--- config.mk ---
export PLATFORM = sky130hd
export DESIGN_NAME = rdtg_torque
export DESIGN_NICKNAME = d
export VERILOG_FILES = /design/src/rtl/rdtg_pkg.sv /design/src/rtl/rdtg_torque.sv
export SDC_FILE = /design/constraint.sdc
export NUM_CORES = 1
export LEC_CHECK = 0
export BUFFER_PORTS_ARGS = -buffer_cell sky130_fd_sc_hd__buf_2
export CAP_MARGIN = 15
export CORE_AREA = 2 2 232 234
export DETAILED_ROUTE_END_ITERATION = 8
export DIE_AREA = 0 0 234 236
export GPL_TIMING_DRIVEN = 1
export HOLD_SLACK_MARGIN = 0.02
export PLACE_DENSITY_LB_ADDON = 0.08
export SLEW_MARGIN = 15
export SYNTH_ARGS = -nofsm -noshare
export SYNTH_HDL_FRONTEND = slang
export SYNTH_SLANG_ARGS = --single-unit
--- constraint.sdc ---
create_clock -name clk -period 17 [get_ports clk]
set_input_delay 3.4 -clock clk [delete_from_list [all_inputs] [get_ports clk]]
set_output_delay 3.4 -clock clk [all_outputs]
set_load 0.005 [all_outputs]
--- src/rtl/rdtg_pkg.sv ---
// ----------------------------------------------------------------------------
// rdtg_pkg
// Shared types and constants of the rate damping torque unit.
// ----------------------------------------------------------------------------
package rdtg_pkg;

  // Register index codes on the configuration port
  typedef logic [2:0] cfg_index_t;
  localparam cfg_index_t CFG_INERTIA_ROW_X = 3'd0;
  localparam cfg_index_t CFG_INERTIA_ROW_Y = 3'd1;
  localparam cfg_index_t CFG_INERTIA_ROW_Z = 3'd2;
  localparam cfg_index_t CFG_DAMPING_GAINS = 3'd3;
  localparam cfg_index_t CFG_TARGET_SPIN_X = 3'd4;

  localparam int unsigned FIX_W  = 20;
  localparam int unsigned WORD_W = 3 * FIX_W;

  // Rates, gains, inertia: 2^-16 LSB
  typedef logic signed [FIX_W-1:0]  fix20_t;
  typedef logic        [WORD_W-1:0] cfg_word_t;
  // Angular momentum, 2^-32 LSB
  typedef logic signed [41:0]       mom_t;
  // Gain times rate error, 2^-32 LSB
  typedef logic signed [40:0]       damp_t;
  // One cross product term, 2^-48 LSB
  typedef logic signed [61:0]       term_t;
  // Torque, 2^-24 Nm LSB
  typedef logic signed [31:0]       torque_t;

  typedef fix20_t [2:0]             rate_vec_t;
  typedef mom_t   [2:0]             mom_vec_t;
  typedef damp_t  [2:0]             damp_vec_t;
  typedef term_t  [2:0]             term_vec_t;
  typedef torque_t [2:0]            torque_vec_t;

  // Decoded configuration as seen by the datapath
  typedef struct packed {
    fix20_t [2:0][2:0] inertia;   // [row][column]
    fix20_t [2:0]      gain;
    fix20_t            target;
  } cfg_t;

  // 0.034907 rad/s at 2^-16 LSB
  localparam fix20_t  TARGET_SPIN_RESET = 20'sd2288;

  localparam logic signed [63:0] ROUND_HALF = 64'sd8388608;
  localparam torque_t TORQUE_MAX = 32'sh7FFFFFFF;
  localparam torque_t TORQUE_MIN = 32'sh80000000;

endpackage

--- src/rtl/rdtg_torque.sv ---
// ----------------------------------------------------------------------------
// rdtg_torque
// Stages 5-6: torque sum with rounding, then scaling and saturation.
// ----------------------------------------------------------------------------
module rdtg_torque (
  input  logic                  clk,
  input  logic                  rst,
  input  logic                  in_valid,
  output logic                  in_ready,
  input  rdtg_pkg::term_vec_t   pos_in,
  input  rdtg_pkg::term_vec_t   neg_in,
  input  rdtg_pkg::damp_vec_t   damp_in,
  output logic                  out_valid,
  input  logic                  out_ready,
  output rdtg_pkg::torque_vec_t torque,
  output logic                  clipped
);

  logic                     v5, v6, en5, en6;
  logic signed [63:0]       sum5 [3];
  logic signed [39:0]       scaled [3];
  rdtg_pkg::torque_vec_t    sat_val;
  logic [2:0]               hit;

  assign en6       = !v6 || out_ready;
  assign en5       = !v5 || en6;
  assign in_ready  = en5;
  assign out_valid = v6;

  always_ff @(posedge clk) begin
    if (rst) begin
      v5 <= 1'b0;
      v6 <= 1'b0;
    end else begin
      if (en5) v5 <= in_valid;
      if (en6) v6 <= v5;
    end
  end

  // Stage 5: damping moved to 2^-48, plus gyro term, plus half an output LSB
  always_ff @(posedge clk) begin
    if (en5 && in_valid) begin
      for (int r = 0; r < 3; r++) begin
        sum5[r] <= (64'(damp_in[r]) <<< 16) + 64'(pos_in[r]) - 64'(neg_in[r])
                   + rdtg_pkg::ROUND_HALF;
      end
    end
  end

  // Floor to 2^-24 and clamp to 32 bits
  always_comb begin
    for (int r = 0; r < 3; r++) begin
      scaled[r] = $signed(sum5[r][63:24]);
      if (!scaled[r][39] && (|scaled[r][38:31])) begin
        sat_val[r] = rdtg_pkg::TORQUE_MAX;
        hit[r]     = 1'b1;
      end else if (scaled[r][39] && !(&scaled[r][38:31])) begin
        sat_val[r] = rdtg_pkg::TORQUE_MIN;
        hit[r]     = 1'b1;
      end else begin
        sat_val[r] = scaled[r][31:0];
        hit[r]     = 1'b0;
      end
    end
  end

  // Stage 6: output register
  always_ff @(posedge clk) begin
    if (en6 && v5) begin
      torque  <= sat_val;
      clipped <= |hit;
    end
  end

endmodule

==> flow_metrics.env <==
export IMPL_grt_antenna_before_repair=3
export IMPL_post_drt_via_cell_ratio=5.33
export IMPL_chipWidth_um=234
export IMPL_cts_tree="built"
export IMPL_synth_top_cell_area_share_pct=27.9
export IMPL_fin_crit_sh_pct=44.0
export IMPL_io_pins=598
export IMPL_layout_nets=3962
export IMPL_via_count=19400
export IMPL_clk_pin_slew_ps=50
export IMPL_r2r_slack_ps=14470
export IMPL_postCtsSetupRepairBufs=0
export IMPL_grt_pass1_vias=19900
export IMPL_synth_top_cells_by_area="edfxtp_1 28%, ha_1 22%, fa_1 12%"
export IMPL_ys_types=72
export IMPL_synthTopCellsByCount="408 x ha_1, 349 x inv_1, 217 x edfxtp_1"
export IMPL_syn2layout_area_growth_pct=19.2
export IMPL_period_needed_ps=7470
export IMPL_synth_most_common_cell="ha_1"
export IMPL_hold_end="torque[79]"
export IMPL_drive_gt1_share_pct=22.9
export IMPL_fmax_mhz=134
export IMPL_drt_iter0_drc=996
export IMPL_grt_start_max_net_pins=65
export IMPL_synthesis_nets=3401
export IMPL_cts_buffers=25
export IMPL_start_util_pct=44.0
export IMPL_synth_top_cell_by_area="edfxtp_1"
export IMPL_design_core_area_um2=53100
export IMPL_io_buffers=597
export IMPL_dieHeight_um=236
export IMPL_synth_avg_cell_area_um2=9.91
export IMPL_topRoutingLayerUsed="met4"
export IMPL_grt_total_usage_pct=23.4
export IMPL_setup_viol=0
export IMPL_std_cell_rows=85
export IMPL_slew_headroom_pct=36.4
export IMPL_drc_errors=0
export IMPL_cts_max_level=1
export IMPL_synth_seq_area_share_pct=28.1
export IMPL_synth_edff_count=217
export IMPL_cts_resized=0
export IMPL_clk_latency_ps=530
export IMPL_required_ps=13600
export IMPL_hold_start="sum5[0][167]"
export IMPL_finalNonFillerCells=3632
export IMPL_fin_util_pct=52.5
export IMPL_cts_sinks=219
export IMPL_wl_met3_um=3700
export IMPL_hold_depth=1
export IMPL_critPathKind="input port to output port"
export IMPL_status="complete, no violations"
export IMPL_setup_tns_ps=0
export IMPL_critPathArrivalTime_ps=4070
export IMPL_wire_per_inst_um=18.1
export IMPL_gp_congestion=0.944
export IMPL_crit_fanout=4
export IMPL_cts_root_buffer="clkbuf_16"
export IMPL_dp_cells=3586
export IMPL_maxSlewViolCount=0
export IMPL_netlist_area_um2=23300
export IMPL_ant_nets=0
export IMPL_async_flop_share_pct=0
export IMPL_p_leak_nw=14.5
export IMPL_drt_first_pass_iters=7
export IMPL_hold_ws_ps=516
export IMPL_r2r_end="sum5[0][24]"
export IMPL_holdBufCountCts=0
export IMPL_finClkSkew_ps=9.53
export IMPL_dp_hpwl_um=56100
export IMPL_ir_drop_v=0.0000745
export IMPL_wl_met1_um=28500
export IMPL_synth_ff_type="edfxtp_1"
export IMPL_hold_violations=0
export IMPL_cp_start_kind="input port"
export IMPL_wirelength_um=65600
export IMPL_die_area_um2=55200
export IMPL_rsz0062_at_grt="no"
export IMPL_syn_inst=2356
export IMPL_met2_length_um=31200
export IMPL_grt_overflow=0
export IMPL_hp_class="flip-flop to flip-flop"
export IMPL_powerDensity_nw_per_um2=101
export IMPL_grt_pass1_wl_um=103000
export IMPL_ys_warn_count=0
export IMPL_r2r_cells=4
export IMPL_cts_buffer_depth=3
export IMPL_crit_path_end_kind="output port"
export IMPL_reg2reg_from="out_valid"
export IMPL_worst_slew_pin_slew_ps=952
export IMPL_ys_ff_latch=219
export IMPL_drv_cap=0
[routing by layer]
| layer | global-route usage [%] | up-vias |
|---|---|---|
| met5 | 0 | - |
| met1 | 30.4 | 9100 |
| met2 | 40.5 | 616 |
| met3 | 2.70 | 100 |
| met4 | 7.44 | 0 |
| li1 | - | 9542 |
[kinds of logic (layout without fill, tap and decap cells)]
kind of cell             count (synthesis)  count (layout)  share of synthesized area, %
adder cells (fa/ha/maj)                546             546                          33.7
multiplexers                             1               1                        0.0482
flip-flops                             219             219                          28.1
buffers and inverters                  420             999                          6.76
AND/OR/NAND/NOR                        419             419                          9.00
AO/OA/AOI/OAI                          634             634                          18.0
XOR/XNOR                               117             117                          4.39
other                                    0               1                             0
[critical path, cell delays in order]
cell	delay, ps
buf_2	100
nor2b_1	320
nand2_1	120
buf_2	140
[how the worst max path moves through the flow]
| stage | from | endpoint | slack [ps] | cells after the start |
|---|---|---|---|---|
| 2_1_floorplan | out_ready | clipped | 8660 | 2 |
| 3_3_place_gp | pos_in[22] | sum5[0][61] | 9530 | 14 |
| 3_5_place_dp | pos_in[22] | sum5[0][61] | 9440 | 14 |
| 4_1_cts | out_ready | in_ready | 9530 | 4 |
| 5_1_grt | out_ready | in_ready | 9490 | 4 |
| 6_report | out_ready | in_ready | 9530 | 4 |
[registers in the layout (all words and copies together) (netlist names)]
signal,cells
clipped,1
out_valid,1
sum5,120
torque,96
v5,1
[layout by cell type, fill, tap and decap left out, types with 7 or more instances in the layout]
cell type  synthesis  layout
buf_2              1     597
ha_1             408     408
inv_1            349     349
edfxtp_1         217     217
a21o_1           184     184
a21oi_1          182     179
fa_1             138     138
nand2_1          118     118
o21ai_0           90      90
nor2_1            83      83
xnor2_1           69      69
nand4_1           62      62
xor2_1            48      48
nand3_1           36      36
o21bai_1          33      33
clkbuf_16          0      25
nor3_1            24      24
a31oi_1           18      18
and3_1            16      16
nand2b_1          15      15
o21a_1            15      15
a211oi_1          14      14
nor2b_1           15      14
nor4_1            13      13
a221oi_1          10      10
o211ai_1           9       9
and4_1             9       9
o31ai_1            8       8
buf_4              0       8
clkbuf_1          69       7
[stage by stage]
step | area [µm²] | worst slack, ps | total power, mW
after floorplan | 23300 | 8660 | 1.84
final | 27800 | 9530 | 2.81
after global placement | 27000 | 9530 | 2.26
after CTS | 27800 | 9530 | 2.82
after detailed placement | 27000 | 9440 | 2.27
after global routing | 27800 | 9490 | 3.03
[cell type report]
cell class,count,area (µm²)
inverters,349,1310
flip-flops and latches,219,6560
fillers,4982,25200
multi-input cells,1717,15300
diodes,1,2.50
clock buffers,32,652
repair buffers,605,3050
well taps,696,871
clock inverters,13,143
[power breakdown]
| part | switching [mW] | internal (mW) | total, mW |
|---|---|---|---|
| clock | 0.216 | 0.316 | 0.532 |
| sequential | 0.0468 | 0.811 | 0.857 |
| combinational | 0.821 | 0.595 | 1.42 |
Note: power is estimated with default switching activity, not from simulation.
