--- config.mk ---
export PLATFORM = sky130hd
export DESIGN_NAME = rdtg_cfg_regs
export DESIGN_NICKNAME = d
export VERILOG_FILES = /design/src/rtl/rdtg_pkg.sv /design/src/rtl/rdtg_cfg_regs.sv
export SDC_FILE = /design/constraint.sdc
export NUM_CORES = 1
export LEC_CHECK = 0
export BUFFER_PORTS_ARGS = -buffer_cell sky130_fd_sc_hd__buf_2
export CAP_MARGIN = 20
export CORE_UTILIZATION = 54
export DETAILED_ROUTE_END_ITERATION = 16
export MAX_ROUTING_LAYER = met4
export PLACE_DENSITY = 0.85
export SETUP_SLACK_MARGIN = 0.3
export SYNTH_ARGS = -nofsm -noshare
export SYNTH_HDL_FRONTEND = slang
export SYNTH_SLANG_ARGS = --single-unit
--- constraint.sdc ---
create_clock -name clk -period 6.7 [get_ports clk]
set_clock_uncertainty 0.05 [all_clocks]
set_input_delay 0.67 -clock clk [delete_from_list [all_inputs] [get_ports clk]]
set_output_delay 0.67 -clock clk [all_outputs]
set_load 0.01 [all_outputs]
--- src/rtl/rdtg_pkg.sv ---
// ----------------------------------------------------------------------------
// rdtg_pkg
// Shared types and constants of the rate damping torque unit.
// ----------------------------------------------------------------------------
package rdtg_pkg;

  // Register index codes on the configuration port
  typedef logic [2:0] cfg_index_t;
  localparam cfg_index_t CFG_INERTIA_ROW_X = 3'd0;
  localparam cfg_index_t CFG_INERTIA_ROW_Y = 3'd1;
  localparam cfg_index_t CFG_INERTIA_ROW_Z = 3'd2;
  localparam cfg_index_t CFG_DAMPING_GAINS = 3'd3;
  localparam cfg_index_t CFG_TARGET_SPIN_X = 3'd4;

  localparam int unsigned FIX_W  = 20;
  localparam int unsigned WORD_W = 3 * FIX_W;

  // Rates, gains, inertia: 2^-16 LSB
  typedef logic signed [FIX_W-1:0]  fix20_t;
  typedef logic        [WORD_W-1:0] cfg_word_t;
  // Angular momentum, 2^-32 LSB
  typedef logic signed [41:0]       mom_t;
  // Gain times rate error, 2^-32 LSB
  typedef logic signed [40:0]       damp_t;
  // One cross product term, 2^-48 LSB
  typedef logic signed [61:0]       term_t;
  // Torque, 2^-24 Nm LSB
  typedef logic signed [31:0]       torque_t;

  typedef fix20_t [2:0]             rate_vec_t;
  typedef mom_t   [2:0]             mom_vec_t;
  typedef damp_t  [2:0]             damp_vec_t;
  typedef term_t  [2:0]             term_vec_t;
  typedef torque_t [2:0]            torque_vec_t;

  // Decoded configuration as seen by the datapath
  typedef struct packed {
    fix20_t [2:0][2:0] inertia;   // [row][column]
    fix20_t [2:0]      gain;
    fix20_t            target;
  } cfg_t;

  // 0.034907 rad/s at 2^-16 LSB
  localparam fix20_t  TARGET_SPIN_RESET = 20'sd2288;

  localparam logic signed [63:0] ROUND_HALF = 64'sd8388608;
  localparam torque_t TORQUE_MAX = 32'sh7FFFFFFF;
  localparam torque_t TORQUE_MIN = 32'sh80000000;

endpackage

--- src/rtl/rdtg_cfg_regs.sv ---
// ----------------------------------------------------------------------------
// rdtg_cfg_regs
// Configuration register file: inertia rows, damping gains and target spin.
// ----------------------------------------------------------------------------
module rdtg_cfg_regs (
  input  logic                  clk,
  input  logic                  rst,
  input  logic                  cfg_we,
  input  rdtg_pkg::cfg_index_t  cfg_index,
  input  rdtg_pkg::cfg_word_t   cfg_wdata,
  output rdtg_pkg::cfg_t        cfg
);

  rdtg_pkg::cfg_word_t inertia_row [3];
  rdtg_pkg::cfg_word_t gains;
  rdtg_pkg::fix20_t    target;

  // Register writes; unknown indexes are dropped
  always_ff @(posedge clk) begin
    if (rst) begin
      inertia_row[0] <= '0;
      inertia_row[1] <= '0;
      inertia_row[2] <= '0;
      gains          <= '0;
      target         <= rdtg_pkg::TARGET_SPIN_RESET;
    end else if (cfg_we) begin
      case (cfg_index)
        rdtg_pkg::CFG_INERTIA_ROW_X: inertia_row[0] <= cfg_wdata;
        rdtg_pkg::CFG_INERTIA_ROW_Y: inertia_row[1] <= cfg_wdata;
        rdtg_pkg::CFG_INERTIA_ROW_Z: inertia_row[2] <= cfg_wdata;
        rdtg_pkg::CFG_DAMPING_GAINS: gains          <= cfg_wdata;
        rdtg_pkg::CFG_TARGET_SPIN_X: target <= cfg_wdata[rdtg_pkg::FIX_W-1:0];
        default: ;
      endcase
    end
  end

  // Unpack the 20-bit fields, column 0 / axis x in the low bits
  always_comb begin
    for (int r = 0; r < 3; r++) begin
      for (int c = 0; c < 3; c++) begin
        cfg.inertia[r][c] = inertia_row[r][c*rdtg_pkg::FIX_W +: rdtg_pkg::FIX_W];
      end
      cfg.gain[r] = gains[r*rdtg_pkg::FIX_W +: rdtg_pkg::FIX_W];
    end
    cfg.target = target;
  end

endmodule

==> impl_metrics.csv, run 1 <==
group,metric,value,unit
outcome,outcome,"finished, final reports clean",
timing,period_needed,2090,ps
synth,syn_area,9770,sq um
power_and_ir_drop,p_int,2820,uW
placement,dp_hpwl,14.5,mm
power_and_ir_drop,power_density,292,nW/um^2
timing,grt_setup_unrepaired,"no",
synth,synthArstFlopShare,0,
synth,synth_area_leader_cell,"edfxtp_1",
timing,max_slew_margin,0.277,
final_layout,multi_input_area,2510,sq um
synth,synthDistinctLibCells,19,
final_layout,seq_area,7010,sq um
final_layout,syn2layout_area_growth,26.9,%
power_and_ir_drop,seq_power_share,0.510,
synth,yosys_warnings,0,
timing,setup_viol,0,
final_layout,final_util,0.709,
worst_setup_path,cpMaxStageDelayCell,"or3b_4",
floorplan,coreArea,17500,sq um
cts,numCtsBuffers,26,
floorplan,dieWidth,137,microns
worst_setup_path,path_buf_inv,2,
power_and_ir_drop,leakagePower,0.00506,uW
synth,syn_avg_cell_area,16.5,sq um
cts,cts_root_buffer,"clkbuf_16",
worst_setup_path,startpoint_type,"input port",
placement,numPortBuffers,325,
final_layout,fin_cells,1160,
final_layout,fin_nets,981,
cts,post_cts_buffers,0,
worst_setup_path,crit_arrival,2250,ps
timing,hold_violations,0,
hold_path,holdCritPathClass,"input port to register",
placement,gp_congestion,0.825,
worst_setup_path,slowest_delay,650,ps
power_and_ir_drop,ir_worst_vdd,0.000272,V
flow_run,maxCapViolCount,0,
timing,fmax,480,MHz
placement,dp_cells,1111,
global_routing,grt_max_degree,150,
cts,clk_latency,510,ps
global_routing,gr-total-overflow,0,
synth,netlist_top_cells_area,"edfxtp_1, dfxtp_1, nand2b_1",
floorplan,rows,48,
routing,vias,6039,
timing,drv_slew,0,
cts,hold_buffers,0,
cts,clockBufferDepth,3,
final_layout,drive_gt1_frac,0.470,
floorplan,dieArea,18600,sq um
routing,wl,22.7,mm
routing,drc,0,
timing,worst_hold_slack,371,ps
timing,fin_crit_sh,0.311,
power_and_ir_drop,p_switching,790,uW
floorplan,die_y,137,microns
routing,wl_per_cell,19.6,microns
routing,dr.pass1.iters,4,
global_routing,antenna_found_initial,1,
cts,cts_tree,"built",
floorplan,ios,326,
synth,synth.top_cell.area_share,0.553,
routing,drt-vias-per-instance,5.21,
cts,clk_pin_slew,60,ps
routing,drtIter0Drc,265,
global_routing,grt_first_pass_wirelength,32.7,mm
timing,worstMarginPinSlew,1080,ps
worst_setup_path,path_class,"input port to register",
worst_setup_path,critPathRequiredTime,6860,ps
floorplan,start_util,0.559,
synth,synthCells,594,
worst_setup_path,path_cells,"buf_2 > or3b_4 > buf_4 > nor3b_2",
timing,fin_setup_tns,0,ps
routing,ant_nets,0,
global_routing,grt_pass1_vias,6033,
synth,syn_nets,660,
power_and_ir_drop,p_sw_frac,0.219,
final_layout,fillers,1157,
synth,ys_seq_area_frac,0.717,
cts,clkSinkCount,260,
worst_setup_path,cpLargestDelayFamily,"simple AND/OR/NAND/NOR gates",
synth,synth_ff_type,"edfxtp_1",
cts,h-tree-depth,1,
power_and_ir_drop,p_clk_frac,0.408,
global_routing,track_usage,0.241,
power_and_ir_drop,combPwrFrac,0.081,
worst_setup_path,path_max_fanout,31,
synth,ys_seq_elements,260,
cts,cts_resized,0,
synth,synth_edf_count,180,
worst_setup_path,end_kind,"register",
==> cells in the mapped netlist (2+ instances only) <==
master      n
buf_4       6
buf_2      10
clkbuf_1   16
inv_1       2
nor3b_2    60
nor2_1     10
buf_8       6
nand2b_1  135
a21o_1      2
mux2i_1    80
edfxtp_1  180
dfxtp_1    80
==> cell usage in the layout, fill, tap and decap left out <==
cell type,count
buf_2,324
edfxtp_1,180
nand2b_1,135
mux2i_1,80
dfxtp_1,80
nor3b_2,60
clkbuf_16,27
nor2_1,10
buf_4,7
clkinv_2,5
clkbuf_1,5
clkbuf_8,4
bufinv_16,3
a21o_2,2
inv_1,2
clkinvlp_4,2
diode_2,1
and2_4,1
or3b_4,1
nor3b_1,1
a41o_2,1
and4b_4,1
nand4bb_1,1
clkinv_1,1
buf_16,1
==> sequential cells by signal, indices dropped and copies added (netlist names) <==
| signal | count |
|---|---|
| inertia_row | 180 |
| gains | 60 |
| target | 20 |
==> power groups by stage <==
stage	logic, uW	registers (uW)	clock network [uW]
after floorplan	100	1930	0
after global placement	289	1880	0
after detailed placement	295	1880	0
after CTS	296	1840	1500
after global routing	315	1850	1560
final	294	1840	1480
==> worst reg2reg max path: stages, from the launching register on <==
cell	delay [ps]
dfxtp_1	350
nand2b_1	80
mux2i_1	180
==> final timing paths <==
path	startpoint	end	slack (ps)	depth (start not counted)
setup / recovery	cfg_we	inertia_row[0][131]$_DFFE_PP_	4610	4
hold / removal	cfg_wdata[57]	gains[57]$_SDFFE_PP0P_	370	3
setup reg to reg	target[10]$_SDFFE_PP0P_	target[10]$_SDFFE_PP0P_	5970	2
hold reg to reg	gains[45]$_SDFFE_PP0P_	gains[45]$_SDFFE_PP0P_	420	2
==> cell type report <==
type                            count  area share
Inverter                            2    0.000606
Timing Repair Buffer              332       0.137
Multi-Input combinational cell    293       0.203
Tap cell                          225      0.0227
Antenna cell                        1    0.000202
Clock buffer                       36      0.0605
Sequential cell                   260       0.565
Clock inverter                     11      0.0108
==> layer usage <==
layer	GRT usage	wire, microns
met3	0.0600	1870
met1	0.276	8730
met4	0.0716	524
met5	-	0
met2	0.417	11600
==> per-stage QoR <==
stage	setup WS, ps	total power (uW)	area [sq um]
floorplan	3800	2030	9770
global placement	3390	2160	11500
detailed placement	3350	2170	11500
CTS	3910	3640	12400
global route	4580	3730	12400
finish	4610	3620	12400
==> logic make-up (layout without fill, tap and decap cells) <==
logic type      after synthesis  after routing  synth area share
flops                       260            260             0.717
other cells                   0              1                 0
mux                          80             80            0.0819
simple gates                210            210             0.172
compound gates                3              3           0.00256
buf+inv                      41            381            0.0270
Note: power is estimated with default switching activity, not from simulation.
==> inputs of run 2 (changes only) <==
--- a/config.mk
+++ b/config.mk
@@ -7,10 +7,10 @@
 export LEC_CHECK = 0
 export BUFFER_PORTS_ARGS = -buffer_cell sky130_fd_sc_hd__buf_2
 export CAP_MARGIN = 20
-export CORE_UTILIZATION = 54
+export CORE_UTILIZATION = 50
 export DETAILED_ROUTE_END_ITERATION = 16
 export MAX_ROUTING_LAYER = met4
-export PLACE_DENSITY = 0.85
+export PLACE_DENSITY = 0.79
 export SETUP_SLACK_MARGIN = 0.3
 export SYNTH_ARGS = -nofsm -noshare
 export SYNTH_HDL_FRONTEND = slang
==> constraint.sdc (replaced) <==
create_clock -name clk -period 2 [get_ports clk]
set_clock_uncertainty 0.05 [all_clocks]
set_input_delay 0.2 -clock clk [delete_from_list [all_inputs] [get_ports clk]]
set_output_delay 0.2 -clock clk [all_outputs]
set_load 0.01 [all_outputs]
==> impl_metrics.csv, run 2 (synthesis results as in run 1) <==
group,metric,value,unit
floorplan,start_util,0.516,
final_layout,syn2layout_area_growth,35.5,%
global_routing,grt_first_pass_wirelength,37.3,mm
routing,ant_nets,0,
worst_setup_path,path_buf_inv,1,
routing,wl_per_cell,19.9,microns
timing,setup_slack,648,ps
cts,clockBufferDepth,3,
final_layout,fin_nets,1048,
cts,cts_tree,"built",
global_routing,grt_pass1_vias,6666,
power_and_ir_drop,ir_worst_vdd,0.000737,V
global_routing,antenna_found_initial,1,
global_routing,grt_max_degree,132,
global_routing,track_usage,0.254,
worst_setup_path,critPathRequiredTime,1750,ps
placement,dp_hpwl,15.5,mm
floorplan,die_y,142,microns
timing,worst_hold_slack,32.3,ps
worst_setup_path,path_cells,"buf_2",
worst_setup_path,crit_arrival,1100,ps
final_layout,drive_gt1_frac,0.449,
worst_setup_path,cpMaxStageDelayCell,"edfxtp_1",
floorplan,ios,326,
placement,pre_cts_ws,284,ps
routing,drc,0,
worst_setup_path,path_max_fanout,1,
power_and_ir_drop,power.total,12800,uW
cts,h-tree-depth,1,
floorplan,dieArea,20100,sq um
timing,drv_slew,0,
worst_setup_path,path_class,"register to output pin",
timing,fin_setup_tns,0,ps
routing,drt-vias-per-instance,5.06,
final_layout,reg_top3,"inertia_row: 180 flops, gains: 60 flops, target: 20 flops",
cts,cts_resized,0,
timing,grt_setup_unrepaired,"no",
worst_setup_path,slowest_delay,420,ps
outcome,outcome,"finished, final reports clean",
timing,hold_violations,0,
power_and_ir_drop,leakagePower,0.00541,uW
timing,fin_crit_sh,0.676,
worst_setup_path,cpLargestDelayFamily,"flip-flops",
global_routing,gr-total-overflow,0,
flow_run,maxCapViolCount,0,
timing,period_needed,1350,ps
cts,clk_pin_slew,60,ps
routing,dr.pass1.iters,4,
cts,clkSinkCount,260,
floorplan,coreArea,19000,sq um
routing,vias,6392,
placement,numPortBuffers,325,
cts,numCtsBuffers,26,
routing,wl,25.2,mm
hold_path,holdCritPathClass,"input port to register",
final_layout,final_cell_mix,"buf_2, edfxtp_1, nand2b_1, mux2i_1, dfxtp_1",
final_layout,largest_register_ffs,180,
cts,cts_root_buffer,"clkbuf_16",
timing,worstMarginPinSlew,731,ps
worst_setup_path,end_kind,"output pin",
cts,clk_latency,510,ps
final_layout,stdcell_area,13200,sq um
timing,setup_viol,0,
routing,drtIter0Drc,289,
final_layout,final_common_cell,"buf_2",
placement,dpl_cell_area,11700,sq um
worst_setup_path,startpoint_type,"register",
timing,fmax,740,MHz
timing,max_slew_margin,0.512,
placement,gp_congestion,0.749,
floorplan,rows,50,
power_and_ir_drop,power_density,963,nW/um^2
final_layout,top_register,"inertia_row",
floorplan,dieWidth,142,microns
run 2: changes by cell type in the layout (fill, tap and decap cells not counted), moves of 2 or more:
| cell | previous run | this run |
|---|---|---|
| clkbuf_8 | 4 | 2 |
| clkinv_2 | 5 | 7 |
| bufinv_16 | 3 | 7 |
| buf_12 | 0 | 6 |
| buf_4 | 7 | 9 |
| dlygate4sd3_1 | 0 | 60 |
run 2: metal layers:
metal  GRT usage  share of wire  vias to the layer above  routed length, microns
met5           -              0                        -                       0
li1            -              -                     2889                       -
met2       0.436           0.51                      319                   12800
met1       0.300           0.39                     3130                    9720
met3      0.0543          0.076                       54                    1920
met4      0.0764          0.028                        0                     714
run 2: final cells by class:
cell class / count / area (sq um)
antenna: 1 / 2.50
clock inverter: 15 / 253
multi-input combinational: 293 / 2520
inverter: 2 / 7.51
clock buffer: 33 / 718
sequential: 260 / 7010
tap: 260 / 325
fill: 1250 / 5710
timing repair buffer: 399 / 2410
run 2: timing repair:
item | 4_1_cts | 5_1_grt
hold buffers | 60 | 0
setup buffers | 0 | 0
endpoints found under the hold margin | 80 | 0
run 2: worst paths after layout:
| check | start | to | slack (ps) | depth (start not counted) |
|---|---|---|---|---|
| hold reg to reg | gains[0]$_SDFFE_PP0P_ | gains[0]$_SDFFE_PP0P_ | 420 | 2 |
| setup reg to reg | gains[52]$_SDFFE_PP0P_ | gains[52]$_SDFFE_PP0P_ | 1200 | 2 |
| hold / removal | rst | target[7]$_SDFFE_PP1P_ | 30 | 3 |
| setup / recovery | inertia_row[0][35]$_DFFE_PP_ | cfg[115] | 650 | 1 |
run 2: where the power goes:
part / total, uW / internal [uW] / switching (uW)
Clock: 5440 / 3440 / 2000
Combinational: 1140 / 489 / 652
Sequential: 6170 / 6070 / 99.0
run 2: stage by stage:
| stage | cells | utilization |
|---|---|---|
| detailed placement | 1154 | 0.616 |
| floorplan | 594 | - |
| CTS | 1262 | 0.698 |
| finish | 1263 | 0.699 |
| global route | 1263 | 0.699 |
| global placement | 1154 | 0.616 |
==> inputs of run 3 (changes only) <==
--- a/config.mk
+++ b/config.mk
@@ -5,12 +5,13 @@
 export SDC_FILE = /design/constraint.sdc
 export NUM_CORES = 1
 export LEC_CHECK = 0
+export ABC_AREA = 1
 export BUFFER_PORTS_ARGS = -buffer_cell sky130_fd_sc_hd__buf_2
 export CAP_MARGIN = 20
-export CORE_UTILIZATION = 50
+export CORE_UTILIZATION = 44
 export DETAILED_ROUTE_END_ITERATION = 16
 export MAX_ROUTING_LAYER = met4
-export PLACE_DENSITY = 0.79
+export PLACE_DENSITY = 0.75
 export SETUP_SLACK_MARGIN = 0.3
 export SYNTH_ARGS = -nofsm -noshare
 export SYNTH_HDL_FRONTEND = slang
==> constraint.sdc (replaced) <==
create_clock -name clk -period 1.2 [get_ports clk]
set_clock_uncertainty 0.05 [all_clocks]
set_input_delay 0.12 -clock clk [delete_from_list [all_inputs] [get_ports clk]]
set_output_delay 0.12 -clock clk [all_outputs]
set_load 0.01 [all_outputs]
==> impl_metrics.csv, run 3 <==
group,metric,value,unit
outcome,outcome,"finished, violations left",
outcome,violations,"negative setup slack",
power_and_ir_drop,ir_worst_vdd,0.00110,V
floorplan,dieWidth,146,microns
worst_setup_path,slowest_delay,420,ps
worst_setup_path,end_kind,"output pin",
routing,vias,7112,
final_layout,stdcell_area,13700,sq um
global_routing,grt_max_degree,60,
synth,syn_nets,821,
routing,drc,0,
routing,ant_nets,0,
synth,syn_area,9080,sq um
final_layout,fin_nets,1241,
final_layout,antenna_cells,0,
synth,synthArstFlopShare,0,
worst_setup_path,path_buf_inv,1,
cts,cts_root_buffer,"clkbuf_16",
final_layout,drive_gt1_frac,0.431,
floorplan,coreArea,20200,sq um
synth,syn_avg_cell_area,12.0,sq um
worst_setup_path,cpMaxStageDelayCell,"edfxtp_1",
synth,synth_ff_type,"edfxtp_1",
worst_setup_path,critPathRequiredTime,1030,ps
final_layout,syn2layout_area_growth,50.7,%
floorplan,rows,52,
routing,drt-vias-per-instance,4.86,
timing,fin_crit_sh,1.06,
timing,max_slew_margin,0.780,
synth,yosysMostFrequentCell,"nor2_1",
final_layout,top_register,"inertia_row",
placement,dp_hpwl,16.7,mm
global_routing,gr-total-overflow,0,
synth,synth_area_leader_cell,"edfxtp_1",
timing,setup_viol,93,
global_routing,grt_first_pass_wirelength,39.7,mm
synth,synthDistinctLibCells,17,
global_routing,grt_pass1_vias,7216,
placement,numPortBuffers,325,
floorplan,ios,326,
cts,numCtsBuffers,25,
cts,clockBufferDepth,3,
power_and_ir_drop,power_density,1520,nW/um^2
power_and_ir_drop,power.total,20900,uW
cts,clk_latency,510,ps
placement,dpl_cell_area,11500,sq um
cts,h-tree-depth,1,
timing,setup_slack,-66.0,ps
final_layout,multi_input_area,1670,sq um
worst_setup_path,cpLargestDelayFamily,"flip-flops",
power_and_ir_drop,leakagePower,0.00602,uW
timing,period_needed,1270,ps
timing,fmax,790,MHz
routing,wl_per_cell,17.8,microns
cts,clk_pin_slew,60,ps
flow_run,maxCapViolCount,0,
placement,gp_congestion,0.820,
worst_setup_path,crit_arrival,1100,ps
final_layout,final_util,0.676,
final_layout,final_cell_mix,"buf_2, nor2_1, edfxtp_1, nand3_1, buf_6",
timing,drv_slew,0,
final_layout,reg_top3,"inertia_row: 180 flops, gains: 60 flops, target: 20 flops",
synth,netlist_top_cells_area,"edfxtp_1, dfxtp_1, nor2_1",
worst_setup_path,path_cells,"buf_2",
global_routing,antenna_found_initial,0,
routing,wl,26.0,mm
timing,hold_violations,0,
synth,synth_edf_count,180,
worst_setup_path,startpoint_type,"register",
global_routing,track_usage,0.251,
final_layout,fillers,1385,
cts,clkSinkCount,260,
synth,synth.top_cell.area_share,0.595,
timing,fin_setup_tns,-1550,ps
synth,synth_commonest_cells,"nor2_1, edfxtp_1, nand2_1",
floorplan,die_y,146,microns
routing,dr.pass1.iters,5,
hold_path,holdCritPathClass,"input port to register",
synth,ys_seq_elements,260,
floorplan,start_util,0.449,
timing,worstMarginPinSlew,330,ps
floorplan,dieArea,21200,sq um
synth,synthCells,755,
timing,grt_setup_unrepaired,"yes",
worst_setup_path,path_class,"register to output pin",
routing,drtIter0Drc,344,
worst_setup_path,path_max_fanout,1,
placement,pre_cts_ws,-154,ps
final_layout,largest_register_ffs,180,
cts,cts_tree,"built",
synth,yosys_warnings,0,
synth,ys_seq_area_frac,0.772,
final_layout,final_common_cell,"buf_2",
final_layout,seq_area,7110,sq um
-- run 3: cell count changes after synthesis, sizes merged, moves of 2 or more --
cell    before  now
inv          2   67
nor2        10  214
nand2        0   87
buf         23   36
nand2b     135    0
a21o         2    0
nor3b       61    0
nand3        0   86
mux2i       80    0
o21ai        0    3
clkbuf      16    2
-- run 3: worst paths after layout --
check | slack (ps) | endpoint | from | depth (start not counted)
setup / recovery | -70 | cfg[127] | inertia_row[0][47]$_DFFE_PP_ | 1
hold / removal | 140 | target[11]$_SDFFE_PP1P_ | rst | 4
setup reg to reg | 400 | gains[27]$_SDFFE_PP0P_ | gains[27]$_SDFFE_PP0P_ | 3
hold reg to reg | 420 | target[11]$_SDFFE_PP1P_ | target[11]$_SDFFE_PP1P_ | 2
-- run 3: area by class of cell --
class,count,area share
clock buffer,31,0.0535
clock inverter,15,0.0111
inverter,67,0.0211
multi-input combinational,390,0.122
sequential,260,0.519
tap,270,0.0247
timing repair buffer,431,0.248
-- run 3: logic make-up after synthesis --
kind of cell           count (synthesis)  share of synthesized area
buffers and inverters                105                     0.0520
flip-flops                           260                      0.772
AND/OR/NAND/NOR                      387                      0.175
AO/OA/AOI/OAI                          3                    0.00165
-- run 3: layer usage --
metal	vias up	part of all wire	track usage
met5	-	0	-
met3	63	0.074	0.0433
li1	3304	-	-
met1	3364	0.38	0.295
met2	381	0.51	0.431
met4	0	0.034	0.0937
-- run 3: metrics by stage --
step                      cells  hold slack (ps)
after floorplan             755              228
after global placement     1353              337
after detailed placement   1353              337
after CTS                  1462              132
after global routing       1464              169
final                      1464              141
-- run 3: repair_timing --
item	4_1_cts	5_1_grt
resized for setup	164	5
buffers inserted	3	2
setup endpoints to repair	260	263
hold endpoints to repair	235	0
hold buffers	60	0
-- run 3: power breakdown --
| group | total, uW | internal, uW | switching [uW] | leakage [uW] |
|---|---|---|---|---|
| registers | 10400 | 10200 | 206 | 0.00243 |
| logic | 2260 | 998 | 1270 | 0.00315 |
| clock network | 8220 | 4820 | 3390 | 0.000441 |
